## config.mk

```make
export PLATFORM = sky130hd
export DESIGN_NAME = atfc_plane_cell
export DESIGN_NICKNAME = d
export VERILOG_FILES = /design/src/rtl/atfc_pkg.sv /design/src/rtl/atfc_plane_cell.sv
export SDC_FILE = /design/constraint.sdc
export NUM_CORES = 2
export LEC_CHECK = 0
export BUFFER_PORTS_ARGS = -buffer_cell sky130_fd_sc_hd__clkbuf_2
export CAP_MARGIN = 20
export CELL_PAD_IN_SITES_DETAIL_PLACEMENT = 0
export CELL_PAD_IN_SITES_GLOBAL_PLACEMENT = 2
export CORE_MARGIN = 3
export CORE_UTILIZATION = 35
export DETAILED_ROUTE_END_ITERATION = 10
export HOLD_SLACK_MARGIN = 0.02
export PLACE_DENSITY = 0.84
export SYNTH_ARGS = -nofsm -noshare
export SYNTH_HDL_FRONTEND = slang
export SYNTH_SLANG_ARGS = --single-unit
```

## constraint.sdc

```tcl
create_clock -name i_clk -period 15.95 [get_ports i_clk]
set_input_delay 3.9875 -clock i_clk [delete_from_list [all_inputs] [get_ports i_clk]]
set_output_delay 3.9875 -clock i_clk [all_outputs]
set_load 0.01 [all_outputs]
```

## src/rtl/atfc_pkg.sv

```systemverilog
`timescale 1ns / 1ps
// ----------------------------------------------------------------------------
// atfc_pkg
// shared types and constants of the box transform and frustum cull pipeline
// ----------------------------------------------------------------------------
package atfc_pkg;

    localparam int NUM_PLANES = 6;
    localparam int CFG_PLANES = 6;
    localparam int COORD_BITS = 16;
    localparam int FRAC_BITS  = 8;
    localparam int HALF_BITS  = 16;
    localparam int CFG_IDX_BITS = 3;
    localparam int CFG_DATA_BITS = 64;
    localparam int PROD_BITS  = 2 * HALF_BITS;
    localparam int SUM_BITS   = PROD_BITS + 3;

    localparam logic [CFG_IDX_BITS-1:0] REG_CULL_ENABLE = 3'd0;

    // one plane-test stage carries the world box and the running verdict
    typedef struct packed {
        logic                        valid;
        logic                        has_bounds;
        logic                        visible;
        logic [3*HALF_BITS-1:0]      wmin;
        logic [3*HALF_BITS-1:0]      wmax;
    } t_beat;

    function automatic logic signed [HALF_BITS-1:0] half16(
        input logic [4*HALF_BITS-1:0] w, input int idx);
        half16 = w[idx*HALF_BITS +: HALF_BITS];
    endfunction

endpackage

```

## src/rtl/atfc_plane_cell.sv

```systemverilog
`timescale 1ns / 1ps
// ----------------------------------------------------------------------------
// atfc_plane_cell
// one plane of the chain: holds its coefficients, tests the nearest corner
// and hands the beat on, products registered before the sum
// ----------------------------------------------------------------------------
module atfc_plane_cell (
    input  logic                 i_clk,
    input  logic                 i_rst_n,
    input  logic                 i_cull_en,
    input  logic                 i_plane_we,
    input  logic [63:0]          i_plane_data,
    input  atfc_pkg::t_beat      i_beat,
    output atfc_pkg::t_beat      o_beat
);
    localparam int PB = atfc_pkg::PROD_BITS;
    localparam int SB = atfc_pkg::SUM_BITS;

    logic [63:0]          r_plane;
    logic signed [PB-1:0] r_prod [3];
    atfc_pkg::t_beat      r_mid, r_out;

    always_ff @(posedge i_clk) begin
        if (!i_rst_n) begin
            r_plane <= '0;
        end else if (i_plane_we) begin
            r_plane <= i_plane_data;
        end
    end

    always_ff @(posedge i_clk) begin
        for (int k = 0; k < 3; k++) begin
            logic signed [15:0] a;
            a = atfc_pkg::half16(r_plane, k);
            r_prod[k] <= a * ((a > 0) ? $signed(i_beat.wmin[k*16 +: 16])
                                      : $signed(i_beat.wmax[k*16 +: 16]));
        end
    end

    logic signed [SB-1:0] sum;
    atfc_pkg::t_beat      n_out;
    always_comb begin
        sum = (SB'(atfc_pkg::half16(r_plane, 3)) <<< atfc_pkg::FRAC_BITS)
            + SB'(r_prod[0]) + SB'(r_prod[1]) + SB'(r_prod[2]);
        n_out = r_mid;
        if (i_cull_en && r_mid.has_bounds && sum > 0) begin
            n_out.visible = 1'b0;
        end
    end

    always_ff @(posedge i_clk) begin
        if (!i_rst_n) begin
            r_mid <= '0;
            r_out <= '0;
        end else begin
            r_mid <= i_beat;
            r_out <= n_out;
        end
    end
    assign o_beat = r_out;

endmodule

```

==> run metrics <==
total CTS buffers 46; share of cells above drive strength 1 0.0989; Final setup viols 0; yosys warns 0; maximum vdd drop 197 uV; die width 356 microns; CTS root buffer clkbuf_16; Post-synth EDFFs 0; antenna violations before repair 2; number of gates resized after CTS 0; I/O pin cnt 266; Die ar. 127000 sq um; hold buffers post-CTS 0; Slew Limit Headroom 0.305; height of the die 356 microns; largest net degree at the start of global routing 114; Leak 23.6 nW; worst min-delay path category reg -> reg; worst r2r dst r_prod[0][63]; gr usage total 0.179; Seq/Total Area, Yosys 0.167; CP Capture Type register; wirelength, routed 110 mm; r2r setup slk 7.35 ns; worst r2r src r_plane[18]; most frequent CP cell fa_1; Async SR Flop Fraction 0; drt pass-1 iters 5; syn_nets 5672; std cell rows 127; Starting Density 0.355; DRC 0; Worst Setup SP i_beat[84]; NumNets Final 5848; CP Max Fanout 15; total vias in the final route 28900; H-tree lvl count 2; Fmax achieved 100 MHz; post-layout total power 9.21 mW; Post-CTS Setup Repair Bufs 0; Core Area 121000 sq um; DR WL/cell 17.8 microns; CP startpoint kind primary input; crit path DAT 10.54 ns; R2R depth 25; total grt overflow 0; number of global-route vias before repair 31200; slowest stage delay, CP 0.73 ns; final hold violations 0; syn_area_per_cell 9.80 sq um; period utilization 0.625; IO buf count 265; Cells after Synth 4376; slowest stage cell, crit path a2111oi_0; clk sink count 358; max-slew violations 0; worst slew pin tran 1.04 ns; CTS tree done; Inst Count DP 6116; cells along the critical path clkbuf_2 > mux2_2 > and2_1 > fa_1 > inv_1 > fa_1 > inv_1 > fa_1 > fa_1 > fa_1 > inv_1 > fa_1 > inv_1 > ha_1 > a21o_1 > a21oi_1 > o21ai_0 > a21oi_1 > o21ai_1 > a2111oi_0 > o31ai_1 > a21oi_1 > xnor2_1; Synth Cell Area 42900 sq um; routability cong. 0.867; Worst EP required 16.51 ns; Synth Register Bits 358; Setup CP Type in -> reg; Setup TNS 0 ns; leading register cell type out of synthesis dfxtp_1; RSZ-0062 raised after global routing no; P&R area growth vs syn 10.7%; Clk pin slew, worst setup/hold paths 0.06 ns; Clk Latency, worst-skew pair 0.64 ns; global-route wire length before repair 177 mm; outcome finished, final reports clean; DP HPWL 90.2 mm; Layout Cells excl Fill 6202; initial drt markers 1498; ANT nets after route 0; Layout Skew 0.0297 ns; via/cell ratio 4.66; Setup crit end r_prod[0][95]; max-cap violation count 0; Synth cell types 82; Cell Pwr Density 194 nW/um^2; Max clock buf depth 3; Final min period 9.97 ns
per-stage QoR:
step / hold WS [ns] / utilization / cell area (sq um) / setup slack [ns]
2_1_floorplan: 0.412 / - / 42900 / 6.04
6_report: 0.428 / 0.393 / 47500 / 5.98
5_1_grt: 0.442 / 0.393 / 47500 / 5.62
3_3_place_gp: 0.413 / 0.379 / 45800 / 5.44
3_5_place_dp: 0.417 / 0.379 / 45800 / 5.39
4_1_cts: 0.428 / 0.393 / 47500 / 6.10
cell usage after synthesis, types with 22 or more instances:
library cell	instances	area share
a21o_1	43	0.0075
xor2_1	24	0.0049
nor2_1	99	0.0087
nand2_1	395	0.035
nand2b_1	30	0.0044
o21ai_0	46	0.0054
nand3_1	22	0.0026
clkbuf_1	155	0.014
a21oi_1	104	0.012
xnor2_1	96	0.020
and2_1	526	0.077
fa_1	845	0.39
mux2i_1	74	0.017
nor2b_1	104	0.015
inv_1	874	0.076
mux2_2	46	0.012
dfxtp_1	358	0.17
ha_1	284	0.083
flip-flops by register name (all words and copies together) (netlist names):
| signal | flops |
|---|---|
| r_prod | 96 |
| r_mid | 1 |
| n_out | 98 |
| o_beat | 99 |
| r_plane | 64 |
cell usage in the layout, fill, tap and decap left out, drive strengths merged, types with 7 or more instances in the layout:
cell	netlist	layout
a211o	10	10
nand2b	30	30
clkbuf	156	323
o31ai	7	7
a211oi	15	15
o21bai	16	16
mux2	47	47
dfxtp	358	358
inv	874	878
ha	284	284
clkinv	0	10
xnor2	96	96
nand3	22	22
a31oi	9	9
nor4	14	14
fa	845	845
o21a	16	16
a21oi	105	105
and2	526	526
xor2	24	24
nand4	15	15
nand2	395	395
a21o	47	47
mux2i	74	74
nor2	99	99
or3	9	9
nor3	20	20
o211ai	10	10
nor2b	104	104
buf	14	35
o21ai	55	55
and3	10	10
metal layers:
metal,share of wire,global-route usage
met5,0,0
met4,0.021,0.0391
met3,0.042,0.0274
met2,0.48,0.300
met1,0.45,0.244
critical path: cells and delay by family:
kind            cells  cell delay [ns]
compound gates      8             2.09
mux                 1             0.44
xor+xnor            1             0.13
simple gates        1             0.24
fa+ha+maj           7             3.32
buf+inv             5             0.33
worst min-delay path by stage:
stage              start         end  slack [ns]  cells past startpoint
2_1_floorplan   n_out[0]   o_beat[0]        0.41                      1
3_3_place_gp   n_out[90]  o_beat[90]        0.41                      1
3_5_place_dp   n_out[26]  o_beat[26]        0.42                      1
4_1_cts        n_out[34]  o_beat[34]        0.43                      1
5_1_grt        n_out[29]  o_beat[29]        0.44                      1
6_report       n_out[38]  o_beat[38]        0.43                      1
layout make-up:
class                           instances  area, sq um
Tap cell                             1612         2020
Fill cell                           12200        73300
Clock buffer                           60         1260
Sequential cell                       358         7170
Multi-Input combinational cell       2974        31800
Clock inverter                         25          384
Timing Repair Buffer                  298         1580
Antenna cell                            1         2.50
Inverter                              874         3280
power breakdown:
group	internal [mW]	switching [mW]
clock	0.667	0.451
combinational	2.88	3.96
sequential	1.10	0.154
cells by family after synthesis:
| family | synth area share |
|---|---|
| fa+ha+maj | 0.477 |
| flops | 0.167 |
| compound gates | 0.0542 |
| xor+xnor | 0.0245 |
| buf+inv | 0.0927 |
| simple gates | 0.155 |
| mux | 0.0297 |
Note: power is estimated with default switching activity, not from simulation.
